[config.mk]
export PLATFORM = sky130hd
export DESIGN_NAME = srh_ctrl
export DESIGN_NICKNAME = d
export VERILOG_FILES = /design/src/sv/srh_pkg.sv /design/src/sv/srh_ctrl.sv
export SDC_FILE = /design/constraint.sdc
export NUM_CORES = 1
export LEC_CHECK = 0
export BUFFER_PORTS_ARGS = -buffer_cell sky130_fd_sc_hd__buf_4
export CAP_MARGIN = 20
export CORE_UTILIZATION = 40
export DETAILED_ROUTE_END_ITERATION = 16
export GPL_TIMING_DRIVEN = 1
export HOLD_SLACK_MARGIN = 0.15
export PLACE_DENSITY = 0.66
export RECOVER_POWER = 100
export SLEW_MARGIN = 30
export SYNTH_ARGS = -nofsm -noshare
export SYNTH_HDL_FRONTEND = slang
export SYNTH_SLANG_ARGS = --single-unit
[constraint.sdc]
create_clock -name clk -period 1.95 [get_ports clk]
set_input_delay 0.0975 -clock clk [delete_from_list [all_inputs] [get_ports clk]]
set_output_delay 0.0975 -clock clk [all_outputs]
set_load 0.02 [all_outputs]
[src/sv/srh_pkg.sv]
// Shared types and constants for the scrolling rate histogram.
// Used by the register block, controller, datapath, top level and checker.
package srh_pkg;

  localparam int BIN_COUNT_DEF = 1024;
  localparam int BIN_WIDTH_DEF = 48;

  localparam int INDEX_W  = 10;
  localparam int COUNTS_W = 32;
  localparam int TIME_W   = 32;
  localparam int TOTAL_W  = 48;
  localparam int LAST_W   = 31;
  localparam int WIDE_W   = 64;

  localparam int LIMIT_W = 10;
  localparam int STEP_W  = 8;

  localparam int APB_ADDR_W = 4;
  localparam int APB_DATA_W = 32;

  localparam logic [LIMIT_W-1:0] GARBAGE_LIMIT_RST    = LIMIT_W'(1000);
  localparam logic [LIMIT_W-1:0] SCROLL_THRESHOLD_RST = LIMIT_W'(960);
  localparam logic [STEP_W-1:0]  SCROLL_STEP_RST      = STEP_W'(60);

  typedef enum logic [1:0] {
    REG_GARBAGE_LIMIT    = 2'd0,
    REG_SCROLL_THRESHOLD = 2'd1,
    REG_SCROLL_STEP      = 2'd2
  } reg_idx_t;

  typedef struct packed {
    logic [LIMIT_W-1:0] garbage_limit;
    logic [LIMIT_W-1:0] scroll_threshold;
    logic [STEP_W-1:0]  scroll_step;
  } cfg_t;

  typedef struct packed {
    logic latch;
    logic clear_mem;
    logic set_offset;
    logic apply_limit;
    logic apply_scroll;
    logic scroll_clear;
    logic calc_addr;
    logic mem_read;
    logic finish;
  } cmd_t;

  typedef struct packed {
    logic is_read;
    logic is_positive;
    logic need_scroll;
    logic scroll_done;
    logic clear_last;
  } stat_t;

endpackage

[src/sv/srh_ctrl.sv]
// Sequencing state machine of the scrolling rate histogram.
// Depends on srh_pkg; drives the datapath through cmd_t and watches stat_t.
module srh_ctrl (
  input  logic           clk,
  input  logic           rst,
  input  logic           start,
  input  srh_pkg::stat_t stat,
  output srh_pkg::cmd_t  cmd,
  output logic           busy
);
  import srh_pkg::*;

  typedef enum logic [8:0] {
    S_CLEAR  = 9'b000000001,
    S_IDLE   = 9'b000000010,
    S_DECODE = 9'b000000100,
    S_LIMIT  = 9'b000001000,
    S_SCRCHK = 9'b000010000,
    S_SCROLL = 9'b000100000,
    S_ADDR   = 9'b001000000,
    S_RDMEM  = 9'b010000000,
    S_FINISH = 9'b100000000
  } state_t;

  state_t state, state_next;

  always_ff @(posedge clk) begin
    if (rst) begin
      state <= S_CLEAR;
    end else begin
      state <= state_next;
    end
  end

  always_comb begin
    cmd        = '0;
    state_next = state;
    unique case (state)
      S_CLEAR: begin
        cmd.clear_mem = 1'b1;
        if (stat.clear_last) state_next = S_IDLE;
      end
      S_IDLE: begin
        if (start) begin
          cmd.latch  = 1'b1;
          state_next = S_DECODE;
        end
      end
      S_DECODE: begin
        if (stat.is_read) begin
          state_next = S_ADDR;
        end else if (!stat.is_positive) begin
          state_next = S_FINISH;
        end else begin
          cmd.set_offset = 1'b1;
          state_next     = S_LIMIT;
        end
      end
      S_LIMIT: begin
        cmd.apply_limit = 1'b1;
        state_next      = S_SCRCHK;
      end
      S_SCRCHK: begin
        if (stat.need_scroll) begin
          cmd.apply_scroll = 1'b1;
          state_next       = S_SCROLL;
        end else begin
          state_next = S_ADDR;
        end
      end
      S_SCROLL: begin
        if (stat.scroll_done) begin
          state_next = S_ADDR;
        end else begin
          cmd.scroll_clear = 1'b1;
        end
      end
      S_ADDR: begin
        cmd.calc_addr = 1'b1;
        state_next    = S_RDMEM;
      end
      S_RDMEM: begin
        cmd.mem_read = 1'b1;
        state_next   = S_FINISH;
      end
      S_FINISH: begin
        cmd.finish = 1'b1;
        state_next = S_IDLE;
      end
      default: state_next = S_IDLE;
    endcase
  end

  assign busy = (state != S_IDLE);

endmodule

# == Yosys cells after proc, flatten, opt, wreduce, memory -nomap -nowiden ==
# Cells that the tools add are included.
# Widths: inputs -> output; s select.
# classes
n_addsub,0
mul,0
div_mod_pow,0
order_cmp,0
eq_ne,13
shift,0
muxes,21
bitwise,0
reduce_logical,1
# ops
operator,count
$pmux 9 s8,1
$mux 9,5
$mux 1,14
$eq 9x1->1 const B,1
$eq 9x2->1 const B,1
$eq 9x3->1 const B,1
$eq 9x4->1 const B,1
$eq 9x5->1 const B,1
$eq 9x6->1 const B,1
$eq 9x7->1 const B,1
$eq 9x8->1 const B,1
$eq 9x9->1 const B,1
$ne 9x2->1 const B,1
$mux 7,1
$ne 2x2->1 const B,3
$reduce_and 3->1,1
# word_totals
regBits,9
latchBits,0
ram_bits,0
mem_bits_ro,0
in_bits,8
wordCells,36
memories,0

# == Depth between registers and ports, before layout ==
# depth
ltp_word,3
depth_mapped,6
depth_no_buf,4

# == Worst setup path before layout ==
# OpenSTA, ideal clock, no wires.
# synth_timing
path_kind,reg-to-output
from,register state[4]
to,output port cmd[7] (netlist bit)
arrival_ps,1777
slack_ps,76
path_stages_with_launch,4
path_buffers,1
cell_sequence,dfxtp_1 buf_6 or4_4 nor4b_1
# synth_lines
element,line_no,rtl
"start, declared",srh_ctrl.sv:25,"state_t state, state_next;"
"start signal, assigned",srh_ctrl.sv:31,state <= state_next;
"end, declared",srh_ctrl.sv:8,"output srh_pkg::cmd_t cmd,"

==> flow_metrics.env <==
export IMPL_status="completed"
export IMPL_grt_pass1_wl_mm=2.58
export IMPL_synthCells=74
export IMPL_seqPwrFrac_pct=46.7
export IMPL_synth_area_leaders="dfxtp_1 (27%), nor4b_1 (5.3%), buf_6 (5.1%)"
export IMPL_finalSetupViolations=0
export IMPL_p_int_mw=0.308
export IMPL_final_cell_area_sq_um=793
export IMPL_portBuffers=17
export IMPL_numCtsBuffers=3
export IMPL_ant_nets=0
export IMPL_slew_viol_final=0
export IMPL_core_area_sq_um=1520
export IMPL_hold_class="input port to register"
export IMPL_clk_path_buf_depth=2
export IMPL_grt_busiest_layer="met2"
export IMPL_insertedDiodeCount=0
export IMPL_grt_max_degree=11
export IMPL_tns_ns=0
export IMPL_drt_iter0_drc=27
export IMPL_finalCriticalPeriod_ns=1.89
export IMPL_die_area_sq_um=1810
export IMPL_slowest_delay_ns=0.59
export IMPL_clk_latency_ns=0.26
export IMPL_viasPerCell=5.99
export IMPL_fp_row_count=14
export IMPL_cts_tree="done"
export IMPL_worst_pin_slew_ns=0.512
export IMPL_drt_pass1_iterations=4
export IMPL_cp_top_family="simple AND/OR/NAND/NOR gates"
export IMPL_synth_nets=82
export IMPL_drive_gt1_share_pct=30.9
export IMPL_switching_share_pct=28.2
export IMPL_post_route_period_util_pct=96.8
export IMPL_rsz0062_at_grt="false"
export IMPL_crit_buf_inv=1
export IMPL_die_x_um=42.5
export IMPL_fillCellCount=154
export IMPL_cap_violations=0
export IMPL_use_met1_pct=24.4
export IMPL_initial_core_util_pct=43.1
export IMPL_synthXorXnorAreaFrac_pct=1.33
export IMPL_globalRouteMet2Util_pct=30.2
export IMPL_grt_overflow=0
export IMPL_die_h_um=42.5
export IMPL_ys_flop_type="dfxtp_1"
export IMPL_synth_fa_ha_area_share_pct=0
export IMPL_worst_ep_required_time_ns=1.85
export IMPL_largest_register_ffs=9
export IMPL_root_buffer="clkbuf_4"
export IMPL_critPathMaxFanout=10
export IMPL_wl_mm=1.56
export IMPL_syn_area_sq_um=657
export IMPL_antenna_found_initial=0
export IMPL_p_sw_mw=0.121
export IMPL_ys_ff_latch=9
export IMPL_gp_congestion=0.749
export IMPL_dp_hpwl_mm=1.10
export IMPL_grt_pass1_vias=587
export IMPL_yosysSeqAreaShare_pct=27.4
export IMPL_synthSimpleGateAreaFrac_pct=45.1
export IMPL_synth_compound_area_share_pct=17.3
export IMPL_layout_nets=103
export IMPL_top_register="state"
export IMPL_ys_warn_count=0
export IMPL_postPlaceCellArea_sq_um=758
export IMPL_synthMuxAreaShare_pct=0
export IMPL_grtUsageMet3_pct=5.17
export IMPL_max_slew_margin_pct=65.6
export IMPL_cts_htree_levels=1
export IMPL_start_kind="register"
export IMPL_power_density_nw_per_um2=541
export IMPL_synth_edff_count=0
export IMPL_yosys_area_top_type_share_pct=27.4
export IMPL_power_leakage_nw=0.332
export IMPL_synth_area_per_cell_sq_um=8.88
export IMPL_crit_type="register to output pin"
export IMPL_fin_skew_ns=0.00430
export IMPL_cts_setup_buffers=0
export IMPL_synth_distinct_cells=36
export IMPL_cts_clk_slew_worst_paths_ns=0.06
export IMPL_p_comb_share_pct=18.7
export IMPL_yosys_area_top_type="dfxtp_1"
export IMPL_layout_commonest_cell="buf_4"
export IMPL_synth_top_family_by_area="simple AND/OR/NAND/NOR gates"
export IMPL_drcViolationCount=0
export IMPL_routedWlPerCell_um=14.2
export IMPL_p_clk_share_pct=34.6
export IMPL_path_cells="or4_4, nor2_4, nand2_1, nor2_1, buf_2"
export IMPL_end_kind="output pin"
export IMPL_finalHoldViolCount=0
export IMPL_fmax_mhz=530
export IMPL_vias=659
export IMPL_mostFrequentLayoutCells="buf_4 (10), nor2_1 (8), dfxtp_1 (7), nor3b_1 (5)"
export IMPL_reg_top3="state (9)"
export IMPL_ios=18
export IMPL_areaGrowthSynthToFinish_pct=20.8
export IMPL_slowest_stage="or4_4"
export IMPL_clock_sinks=9
export IMPL_grtUsageTotal_pct=19.1
export IMPL_cp_data_arrival_time_ns=1.79
export IMPL_ir_drop_mv=0.348
export IMPL_async_flop_share_pct=0
[cell usage after synthesis (2+ instances only)]
master,instances
and4b_1,2
nor2_1,8
a211oi_2,2
dfxtp_1,9
nor4_1,3
and3_1,2
nor3b_1,4
nand2_1,3
buf_2,2
nor4b_1,4
buf_6,3
a21o_2,2
a211oi_1,2
nor3_1,3
nor2b_1,3
nand4_1,2
[through the flow]
stage	setup WS (ns)	std cells	hold slack, ns	utilization, %	power [mW]
6_report	0.0625	110	0.146	52.1	0.429
5_1_grt	0.0120	110	0.176	52.1	0.456
4_1_cts	0.0224	110	0.154	54.1	0.435
3_5_place_dp	0.315	102	0.361	49.8	0.283
3_3_place_gp	0.304	102	0.359	49.8	0.282
2_1_floorplan	0.0757	74	0.262	-	0.258
[power groups by stage]
stage / Clock (mW) / Combinational, mW / Sequential [mW]
after floorplan: 0 / 0.0607 / 0.197
after global placement: 0 / 0.0766 / 0.206
after detailed placement: 0 / 0.0769 / 0.206
after CTS: 0.150 / 0.0835 / 0.201
after global routing: 0.167 / 0.0878 / 0.202
final: 0.148 / 0.0803 / 0.201
[path summary, 6_finish.rpt]
kind | from | to | slack [ns] | depth (start not counted)
setup / recovery | state[4] | cmd[8] | 0.06 | 5
hold reg to reg | state[2] | state[6] | 0.55 | 2
hold / removal | stat[2] | state[5] | 0.15 | 3
setup reg to reg | state[4] | state[4] | 0.35 | 4
[worst min-delay path, stage by stage]
cell	delay, ns
buf_4	0.11
nand3b_1	0.09
a211oi_1	0.07
[final cells by class]
type	count	area [sq um]	area share, %
multi-input combinational	58	409	51.6
sequential	9	183	23.0
timing repair buffer	22	151	19.1
clock buffer	4	26.3	3.31
tap	16	20.0	2.52
inverter	1	3.75	0.473
[routing by layer]
metal | vias to the layer above | part of all wire (%)
met2 | 34 | 47
met4 | 0 | 0
met5 | - | 0
met3 | 0 | 7.3
met1 | 301 | 46
li1 | 324 | -
[kinds of logic after synthesis]
kind of cell           count (synthesis)
AO/OA/AOI/OAI                         13
XOR/XNOR                               1
buffers and inverters                  7
flip-flops                             9
AND/OR/NAND/NOR                       44
[timing repair]
action / CTS / global route
hold endpoints to repair: 7 / 0
setup endpoints to repair: 0 / 3
resized for setup: 0 / 3
hold buffers: 4 / 0
No activity file was read; power rests on OpenSTA's default activity.
