`src/sv/srh_pkg.sv`:
```
// Shared types and constants for the scrolling rate histogram.
// Used by the register block, controller, datapath, top level and checker.
package srh_pkg;

  localparam int BIN_COUNT_DEF = 1024;
  localparam int BIN_WIDTH_DEF = 48;

  localparam int INDEX_W  = 10;
  localparam int COUNTS_W = 32;
  localparam int TIME_W   = 32;
  localparam int TOTAL_W  = 48;
  localparam int LAST_W   = 31;
  localparam int WIDE_W   = 64;

  localparam int LIMIT_W = 10;
  localparam int STEP_W  = 8;

  localparam int APB_ADDR_W = 4;
  localparam int APB_DATA_W = 32;

  localparam logic [LIMIT_W-1:0] GARBAGE_LIMIT_RST    = LIMIT_W'(1000);
  localparam logic [LIMIT_W-1:0] SCROLL_THRESHOLD_RST = LIMIT_W'(960);
  localparam logic [STEP_W-1:0]  SCROLL_STEP_RST      = STEP_W'(60);

  typedef enum logic [1:0] {
    REG_GARBAGE_LIMIT    = 2'd0,
    REG_SCROLL_THRESHOLD = 2'd1,
    REG_SCROLL_STEP      = 2'd2
  } reg_idx_t;

  typedef struct packed {
    logic [LIMIT_W-1:0] garbage_limit;
    logic [LIMIT_W-1:0] scroll_threshold;
    logic [STEP_W-1:0]  scroll_step;
  } cfg_t;

  typedef struct packed {
    logic latch;
    logic clear_mem;
    logic set_offset;
    logic apply_limit;
    logic apply_scroll;
    logic scroll_clear;
    logic calc_addr;
    logic mem_read;
    logic finish;
  } cmd_t;

  typedef struct packed {
    logic is_read;
    logic is_positive;
    logic need_scroll;
    logic scroll_done;
    logic clear_last;
  } stat_t;

endpackage

```
`src/sv/srh_regs.sv`:
```
// APB configuration registers of the scrolling rate histogram.
// Depends on srh_pkg.
module srh_regs (
  input  logic                             clk,
  input  logic                             rst,
  input  logic                             psel,
  input  logic                             penable,
  input  logic                             pwrite,
  input  logic [srh_pkg::APB_ADDR_W-1:0]   paddr,
  input  logic [srh_pkg::APB_DATA_W-1:0]   pwdata,
  output logic [srh_pkg::APB_DATA_W-1:0]   prdata,
  output srh_pkg::cfg_t                    cfg
);
  import srh_pkg::*;

  logic     wr_en;
  reg_idx_t idx;

  assign wr_en = psel && penable && pwrite;
  assign idx   = reg_idx_t'(paddr[3:2]);

  always_ff @(posedge clk) begin
    if (rst) begin
      cfg.garbage_limit    <= GARBAGE_LIMIT_RST;
      cfg.scroll_threshold <= SCROLL_THRESHOLD_RST;
      cfg.scroll_step      <= SCROLL_STEP_RST;
    end else if (wr_en) begin
      unique case (idx)
        REG_GARBAGE_LIMIT:    cfg.garbage_limit    <= pwdata[LIMIT_W-1:0];
        REG_SCROLL_THRESHOLD: cfg.scroll_threshold <= pwdata[LIMIT_W-1:0];
        REG_SCROLL_STEP:      cfg.scroll_step      <= pwdata[STEP_W-1:0];
        default: ;
      endcase
    end
  end

  always_comb begin
    unique case (idx)
      REG_GARBAGE_LIMIT:    prdata = APB_DATA_W'(cfg.garbage_limit);
      REG_SCROLL_THRESHOLD: prdata = APB_DATA_W'(cfg.scroll_threshold);
      REG_SCROLL_STEP:      prdata = APB_DATA_W'(cfg.scroll_step);
      default:              prdata = '0;
    endcase
  end

endmodule

```
`config.mk`:
```
export PLATFORM = sky130hd
export DESIGN_NAME = srh_regs
export DESIGN_NICKNAME = d
export VERILOG_FILES = /design/src/sv/srh_pkg.sv /design/src/sv/srh_regs.sv
export SDC_FILE = /design/constraint.sdc
export NUM_CORES = 1
export LEC_CHECK = 0
export BUFFER_PORTS_ARGS = -buffer_cell sky130_fd_sc_hd__buf_2
export CAP_MARGIN = 10
export CORE_ASPECT_RATIO = 1.5
export CORE_MARGIN = 4
export CORE_UTILIZATION = 37
export CTS_CLUSTER_SIZE = 28
export DETAILED_ROUTE_END_ITERATION = 16
export HOLD_SLACK_MARGIN = 0.08
export PLACE_DENSITY_LB_ADDON = 0.15
export REMOVE_ABC_BUFFERS = 1
export SYNTH_ARGS = -nofsm -noshare
export SYNTH_HDL_FRONTEND = slang
export SYNTH_SLANG_ARGS = --single-unit
```
`constraint.sdc`:
```
create_clock -name clk -period 0.9 [get_ports clk]
set_input_delay 0.135 -clock clk [delete_from_list [all_inputs] [get_ports clk]]
set_output_delay 0.135 -clock clk [all_outputs]
set_load 0.03 [all_outputs]
```
* Word-level counts from Yosys, hierarchy flattened *
Index checks and enable logic that the tools add are counted.
Widths: inputs -> output; s select.

word-level totals
  bits in registers = 28
  latch bits = 0
  memory bits (writable) = 0
  bits in read-only memories = 0
  bits of input ports = 41
  output and inout port bits = 60
  logic and storage cells = 12
  memories kept = 0

cells by class
  add/sub/neg operators = 0
  multipliers = 0
  divide/modulo/power cells = 0
  $lt $le $gt $ge = 0
  eq/ne operators = 2
  shift-type cells = 0
  multiplexer cells = 1
  bitwise operators = 0
  reductions and logical operators = 6

operator list
  kind                number
  $pmux 10 s3         1
  $reduce_and 2->1    3
  $eq 2x1->1 const B  1
  $eq 2x2->1 const B  1
  $logic_and 1x1->1   2
  $logic_not 2->1     1

* Depth between registers and ports, before layout *
Gate-level depths: netlist of run 1.

  depth after elaboration = 3
  gate-level depth with buffers = 4
  gate-level depth less buffers = 3

* Worst setup path before layout of run 1 *
No wires, ideal clock.

  path kind = flip-flop to output port
  start = register cfg[8] in the netlist's numbering
  end = output port prdata[0] in the netlist's numbering
  data arrival time = 1312 ps
  data required time = 765 ps
  slack = -547 ps
  cell stages (with the launch flop) = 3
  buffers on the path = 0
  cells stage by stage = dfxtp_1 > mux2i_1 > o21ai_0

between the ends
  longest elaborated chain between the ends = 1

ends and longest elaborated chain
  element      RTL line        RTL
  from (decl)  srh_regs.sv:12  output srh_pkg::cfg_t cfg
  $pmux 10 s3  srh_regs.sv:38  unique case (idx)
  to (decl)    srh_regs.sv:11  output logic [srh_pkg::APB_DATA_W-1:0] prdata,

No other way between the ends.

* Worst setup path in the final report of run 1 *
  start = register cfg[12] in the netlist's numbering
  end = output port prdata[4] in the netlist's numbering

The elaborated chain is that of the path after synthesis.

==> summary.md, run 1 <==
| Metric | Value |
|---|---|
| CTS root buf | clkbuf_8 |
| Initial antenna violation count | 0 |
| Worst Setup Start Kind | flop |
| Fin Setup TNS | -4060 ps |
| DP HPWL | 2.83 mm |
| Max rail drop VDD | 1.23 mV |
| Fmax | 0.854 GHz |
| WS Path Type | flop to output pin |
| Avg WL per Cell | 13.4 um |
| Vias in the first global route | 1,361 |
| P_leak | 1.18 nW |
| GR Util All Layers | 15.7% |
| FILL cells | 363 |
| Max reg flops | 28 |
| TritonCTS buffer count | 3 |
| Share of Yosys cell area claimed by the top area cell type | 37.0% |
| Synth warn | 0 |
| CTS tree | done |
| Area Overhead vs Synth | 61.8% |
| Routed WL | 4.06 mm |
| Clk buf depth | 2 |
| GRT overflow | 0 |
| Drt pass-1 iters | 4 |
| Die ar. | 5210 sq um |
| HP Class | input port to flop |
| R2R Setup Slk | 60 ps |
| Clock Skew | 0 ps |
| #FFs+latches synth | 28 |
| Run status | finished, violations left |
| Final-stage net count | 300 |
| Area after DPL | 1970 sq um |
| Final Instance Area | 2450 sq um |
| Biggest register | cfg |
| Post-synth top area cell | dfxtp_1 |
| Max Cap Viol | 0 |
| Final hold viol count | 0 |
| Final core occ | 62.0% |
| DIE HEIGHT | 86.4 um |
| Global-route wire length before repair | 6.32 mm |
| Main area contributors after synthesis | dfxtp_1 37%, mux2i_1 25%, buf_4 12% |
| CP required | 760 ps |
| Clock-pin slew on the worst setup and hold paths | 100 ps |
| Final worst setup slack | -271 ps |
| Gpl congestion | 0.716 |
| Die W | 60.3 um |
| Max Transition Viols Final | 0 |
| Largest net degree at the start of global routing | 45 |
| Sink Count | 28 |
| Crit path max fanout | 2 |
| Synth Cell Area | 1520 sq um |
| PwrDens | 1160 nW/um^2 |
| Yosys cell types | 17 |
| Place WS | -239 ps |
| Top flop regs | cfg x28 |
| Violated checks | negative setup slack |
| Clock Latency Late Sink | 270 ps |
| WP data arrival | 1040 ps |
| Unrepaired setup endpoints after global routing | true |
| DRC | 0 |
| Worst hold margin | 118 ps |
| Worst setup EP type | output pin |
| Min Clock Period, post-route | 1170 ps |
| Vias post-DR | 1,381 |
| Avg Cell Area, Syn | 9.08 sq um |
| Share of cells above drive strength 1 | 51.9% |
| Antenna diode count | 0 |
| # IOs | 101 |
| Seq/Total Area, Yosys | 37.0% |
| Area of the core | 3960 sq um |
| Starting Density | 38.3% |
| Mapped Cells | 167 |
| Final Cycle Share | 130% |
| Vias per cell | 4.56 |
| I/O Buffers | 54 |
| Initial DRC Count | 9 |
| H-Tree Depth | 1 |
| Std cell rows | 28 |
| # setup viols final | 31 |
| Post-route ant nets | 0 |
-- worst paths after layout --
kind,cells past startpoint,start,end
setup / recovery,3,cfg[12],prdata[4]
hold reg to reg,2,cfg[1],cfg[1]
hold / removal,3,pwdata[6],cfg[6]
setup reg to reg,4,cfg[15],cfg[15]
-- stage by stage --
| step | power, mW | std cells |
|---|---|---|
| 6_report | 2.84 | 303 |
| 5_1_grt | 2.96 | 303 |
| 4_1_cts | 2.83 | 294 |
| 3_5_place_dp | 1.81 | 288 |
| 3_3_place_gp | 1.81 | 288 |
| 2_1_floorplan | 1.60 | 156 |
-- cells in the mapped netlist, drive strengths merged --
cell type	count
nand2	8
nor2b	1
or3	1
buf	26
nor2	24
o21ai	8
mux2i	38
nor3b	2
nand2b	22
nand3	1
conb	1
dfxtp	28
clkbuf	6
nand4	1
-- area by class of cell --
class	count	area (sq um)	area share (%)
clock buffers	3	41.3	1.68
clock inverters	1	30.0	1.22
multi-input cells	128	840	34.2
flip-flops and latches	28	596	24.3
well taps	45	56.3	2.29
repair buffers	98	891	36.3
-- power breakdown --
part           internal [mW]  switching (mW)  total, mW  leakage [nW]
registers               1.26          0.0120       1.27         0.227
logic                  0.213           0.369      0.582         0.916
clock network          0.595           0.398      0.993        0.0357
-- cells by family (layout without fill, tap and decap cells) --
kind of cell	after synthesis	in the layout	synth area share, %
other	1	22	0.247
DFF	28	28	37.0
muxes	38	38	25.1
and+or+nand+nor	60	60	20.6
buffers and inverters	32	102	14.4
AOI/OAI and AO/OA	8	8	2.64
-- metal layers --
layer	wire (um)	up-vias	track usage, %
li1	-	688	-
met1	1640	651	19.8
met2	2190	40	27.1
met3	202	2	2.53
met4	27	0	4.03
met5	0	-	0
-- layout by cell type (no fill, tap or decap), types with 2 or more instances in the layout --
cell type  count
buf_6         48
mux2i_1       38
buf_4         33
dfxtp_2       28
nor2_1        24
nand2b_1      22
conb_1        22
buf_2         15
nand2_1        8
o21ai_1        8
clkbuf_8       3
nor3b_4        2
-- worst max-delay path: stages, from the launching register on --
cell     delay (ps)
dfxtp_2         360
mux2i_1          70
o21ai_1         150
buf_4           190
-- timing repair --
action                                  CTS  global route
gates resized for setup                 118            14
hold buffers                              0             0
pin swaps                                 0             2
setup buffers                             3            15
endpoints found under the setup margin   38            46
(Power assumes the default switching activity.)
==> run 2, diff against run 1 <==
- RECOVER_POWER: not set -> 100
==> run 2 against run 1 <==
The run still ends with negative setup slack left. Clock skew unchanged. Critical path depth unchanged. Fmax increased by 0.21%. Core utilization decreased by 1.1 points. Setup slack improved by 2.4 ps.
==> summary.md, run 2 (same netlist as run 1, synthesis figures left out) <==
| Metric | Value |
|---|---|
| Area after DPL | 1970 sq um |
| Routed WL | 4.07 mm |
| # setup viols final | 31 |
| Final Cycle Share | 130% |
| Min Clock Period, post-route | 1170 ps |
| Max rail drop VDD | 1.21 mV |
| Sw Ratio | 27.2% |
| DRC | 0 |
| Initial DRC Count | 11 |
| Gpl congestion | 0.716 |
| WP data arrival | 1030 ps |
| Violated checks | negative setup slack |
| Total power | 2.82 mW |
| CP required | 760 ps |
| GR Util All Layers | 15.7% |
| Area of the core | 3960 sq um |
| HP Class | input port to flop |
| Largest net degree at the start of global routing | 45 |
| Std cell rows | 28 |
| H-Tree Depth | 1 |
| Top flop regs | cfg x28 |
| Max reg flops | 28 |
| Clk buf depth | 2 |
| CTS root buf | clkbuf_8 |
| Starting Density | 38.3% |
| Clock-pin slew on the worst setup and hold paths | 100 ps |
| Unrepaired setup endpoints after global routing | true |
| Clock Skew | 0 ps |
| Final worst setup slack | -269 ps |
| Reg power frac | 44.9% |
| P_leak | 1.16 nW |
| Worst Setup Start Kind | flop |
| Vias post-DR | 1,371 |
| Final hold viol count | 0 |
| Max Cap Viol | 0 |
| Fmax | 0.856 GHz |
| Clock power share | 34.9% |
| Vias in the first global route | 1,361 |
| Post-route ant nets | 0 |
| Most common cell after layout, fill and taps aside | buf_6 |
| Avg WL per Cell | 13.4 um |
| Hold buffers post-CTS | 0 |
| Die ar. | 5210 sq um |
| FILL cells | 370 |
| Global-route wire length before repair | 6.32 mm |
| Clock Latency Late Sink | 270 ps |
| Antenna diode count | 0 |
| Fin Setup TNS | -4070 ps |
| CTS tree | done |
| Share of cells above drive strength 1 | 50.8% |
| I/O Buffers | 54 |
| R2R Setup Slk | 60 ps |
| Area Overhead vs Synth | 58.9% |
| Vias per cell | 4.52 |
| DIE HEIGHT | 86.4 um |
| TritonCTS buffer count | 3 |
| Area occupied by multi-input gates | 821 sq um |
| Drt pass-1 iters | 4 |
| PwrDens | 1170 nW/um^2 |
| Switching power | 0.767 mW |
| Worst setup EP type | output pin |
| Crit path max fanout | 2 |
| # IOs | 101 |
| Max Transition Viols Final | 0 |
| Final core occ | 60.9% |
| Run status | finished, violations left |
| Final-stage net count | 300 |
| Int Power | 2.06 mW |
| DP HPWL | 2.83 mm |
| GRT overflow | 0 |
| Biggest register | cfg |
| Final Instance Area | 2410 sq um |
| Sink Count | 28 |
| Combinational fraction of design power | 20.2% |
| Initial antenna violation count | 0 |
| WS Path Type | flop to output pin |
| Commonest non-fill, non-tap cells in the layout | 48 x buf_6, 38 x mux2i_1, 29 x buf_4 |
| Reg area | 593 sq um |
| Die W | 60.3 um |
[run 2: cell count changes in the layout (fill, tap and decap cells not counted), sizes merged]
cell / before / now
buf: 97 / 91
clkbuf: 4 / 10
[run 2: area by class of cell]
type                    count  share of cell area, %
repair buffers             98                   36.0
multi-input cells         128                   34.1
flip-flops and latches     28                   24.6
well taps                  45                   2.34
clock buffers               3                   1.71
clock inverters             1                   1.25
[run 2: worst max-delay path: stages, from the launching register on]
cell	delay, ps
dfxtp_2	360
mux2i_1	70
o21ai_1	150
buf_4	190
[run 2: path summary, 6_finish.rpt]
path                to  cells past startpoint       from
max          prdata[4]                      3    cfg[12]
min reg2reg     cfg[1]                      2     cfg[1]
min             cfg[6]                      3  pwdata[6]
max reg2reg    cfg[15]                      4    cfg[15]
[run 2: power groups by stage]
stage | sequential, mW | clock, mW | combinational, mW
after floorplan | 1.33 | 0 | 0.275
after global placement | 1.29 | 0 | 0.514
after CTS | 1.27 | 0.998 | 0.564
final | 1.27 | 0.985 | 0.570
after detailed placement | 1.29 | 0 | 0.515
after global routing | 1.27 | 1.06 | 0.613
[run 2: through the flow]
| stage | cells | hold WS (ps) | setup slack (ps) |
|---|---|---|---|
| 6_report | 303 | 121 | -269 |
| 5_1_grt | 303 | 122 | -342 |
| 4_1_cts | 294 | 114 | -239 |
| 3_5_place_dp | 288 | 416 | -239 |
| 3_3_place_gp | 288 | 402 | -239 |
| 2_1_floorplan | 156 | 290 | -817 |
[run 2: timing repair]
action                     CTS  global route
pin swaps                    0             2
setup endpoints to repair   38            46
setup buffers                3            15
gates resized for setup    118            14
[run 2: routing by layer]
| metal | track usage, % | wire length (um) | vias to the layer above |
|---|---|---|---|
| li1 | - | - | 690 |
| met1 | 19.8 | 1650 | 637 |
| met2 | 27.1 | 2180 | 42 |
| met3 | 2.53 | 218 | 2 |
| met4 | 4.03 | 27 | 0 |
| met5 | 0 | 0 | - |
==> run 3, diff against run 2 <==
- BUFFER_PORTS_ARGS: -buffer_cell sky130_fd_sc_hd__buf_2 -> not set
- CORE_UTILIZATION: 37 -> 56
- DONT_BUFFER_PORTS: not set -> 1
==> run 3 against run 2 <==
The run ends with negative hold slack, negative setup slack left. Sequential power about the same. Via count is 5.7% lower. Highest routed layer unchanged. Combinational power is 18% lower. Power is 8.9% lower. Non-clock buffer count fell by 38. Worst hold slack got worse by 180 ps. Final cell count is 16% lower. Die area fell by 30%. Critical path depth did not move.
==> summary.md, run 3 (same netlist as run 1, synthesis figures left out) <==
| Metric | Value |
|---|---|
| Most common cell after layout, fill and taps aside | mux2i_1 |
| Clock Latency Late Sink | 340 ps |
| Crit path max fanout | 2 |
| H-Tree Depth | 1 |
| Gpl congestion | 0.725 |
| Clock-pin slew on the worst setup and hold paths | 150 ps |
| Top flop regs | cfg x28 |
| Worst Setup Start Kind | flop |
| Die W | 50.5 um |
| Place WS | -126 ps |
| Fmax | 0.768 GHz |
| Avg WL per Cell | 16.4 um |
| Sink Count | 28 |
| PwrDens | 1200 nW/um^2 |
| Starting Density | 59.9% |
| Total power | 2.57 mW |
| HP Class | input port to flop |
| Area Overhead vs Synth | 41.6% |
| Std cell rows | 22 |
| Unrepaired setup endpoints after global routing | true |
| Critical R2R Launch | cfg[14] |
| CP startpoint | cfg[22] |
| Max rail drop VDD | 1.10 mV |
| I/O Buffers | 0 |
| Clk buf depth | 2 |
| Violated checks | negative hold slack, negative setup slack |
| Commonest non-fill, non-tap cells in the layout | 37 x mux2i_1, 30 x buf_6, 25 x dfxtp_2 |
| Crit path cell chain | mux2i_1, o21ai_1, buf_4 |
| Initial DRC Count | 25 |
| Hold buffers post-CTS | 5 |
| # IOs | 101 |
| Final worst setup slack | -402 ps |
| Fin cells | 256 |
| Area of the core | 2530 sq um |
| Hold Crit Start | rst |
| Critical Path Slowest Stage Cell | dfxtp_2 |
| TritonCTS buffer count | 3 |
| Final hold viol count | 26 |
| Worst setup EP type | output pin |
| Global-route wire length before repair | 6.07 mm |
| Max Transition Viols Final | 0 |
| Routed WL | 4.19 mm |
| Worst hold margin | -60.3 ps |
| CTS tree | done |
| Max Cap Viol | 0 |
| WP data arrival | 1170 ps |
| Fin Setup TNS | -6150 ps |
| DRC | 0 |
| Vias per cell | 5.05 |
| Placed Instances | 240 |
| Biggest register | cfg |
| Min Clock Period, post-route | 1300 ps |
| Drt pass-1 iters | 4 |
| Initial antenna violation count | 0 |
| CTS root buf | clkbuf_4 |
| Run status | finished, violations left |
| FILL cells | 157 |
| Max reg flops | 28 |
| CP required | 760 ps |
| DIE HEIGHT | 71.7 um |
| Vias in the first global route | 1,299 |
| # setup viols final | 38 |
| Largest net degree at the start of global routing | 45 |
| Vias post-DR | 1,293 |
| Final core occ | 84.8% |
| Final Instance Area | 2150 sq um |
| Final Cycle Share | 145% |
| Post-route ant nets | 0 |
| Final-stage net count | 262 |
| P_leak | 0.973 nW |
| GR Util All Layers | 21.6% |
| WS Path Type | flop to output pin |
| Die ar. | 3620 sq um |
| Antenna diode count | 0 |
| Crit path largest cell delay | 370 ps |
| Share of cells above drive strength 1 | 41.4% |
| GRT overflow | 0 |
| Area after DPL | 1820 sq um |
| Clock Skew | 0 ps |
| DP HPWL | 2.73 mm |
## run 3: changes by cell type in the layout (fill, tap and decap cells not counted), sizes merged
cell | before | now
dlygate4sd3 | 0 | 5
clkbuf | 10 | 4
buf | 91 | 54
## run 3: cell type report
type                    instances  area (sq um)  area share, %
well taps                      36          45.0           2.10
multi-input cells             128           828           38.6
flip-flops and latches         28           596           27.7
clock inverters                 1          30.0           1.40
clock buffers                   3          22.5           1.05
repair buffers                 60           626           29.1
## run 3: timing repair
action | CTS | global route
endpoints found under the setup margin | 38 | 39
resized for setup | 59 | 16
buffers inserted | 2 | 5
hold endpoints to repair | 28 | 28
## run 3: path summary, 6_finish.rpt
kind | to | slack (ps) | cells past startpoint
max reg2reg | cfg[14] | 20 | 4
max | prdata[4] | -400 | 3
min | cfg[24] | -60 | 2
min reg2reg | cfg[1] | 520 | 2
## run 3: critical path: cells and delay by family (launching register included)
family / cells / cell delay [ps]
AO/OA/AOI/OAI: 1 / 180
multiplexers: 1 / 80
flip-flops: 1 / 370
buffers and inverters: 1 / 190
## run 3: routing by layer
layer	routed length [um]	GRT usage, %	up-vias	share of wire, %
met5	0	0	-	0
met4	109	12.0	0	2.6
met3	246	4.16	11	5.9
met2	2410	40.0	49	58
met1	1420	22.2	620	34
li1	-	-	613	-
## run 3: report_power, final
part	switching [mW]	leakage, nW	internal [mW]
sequential	0.0130	0.226	1.26
combinational	0.302	0.718	0.167
clock	0.384	0.0279	0.452
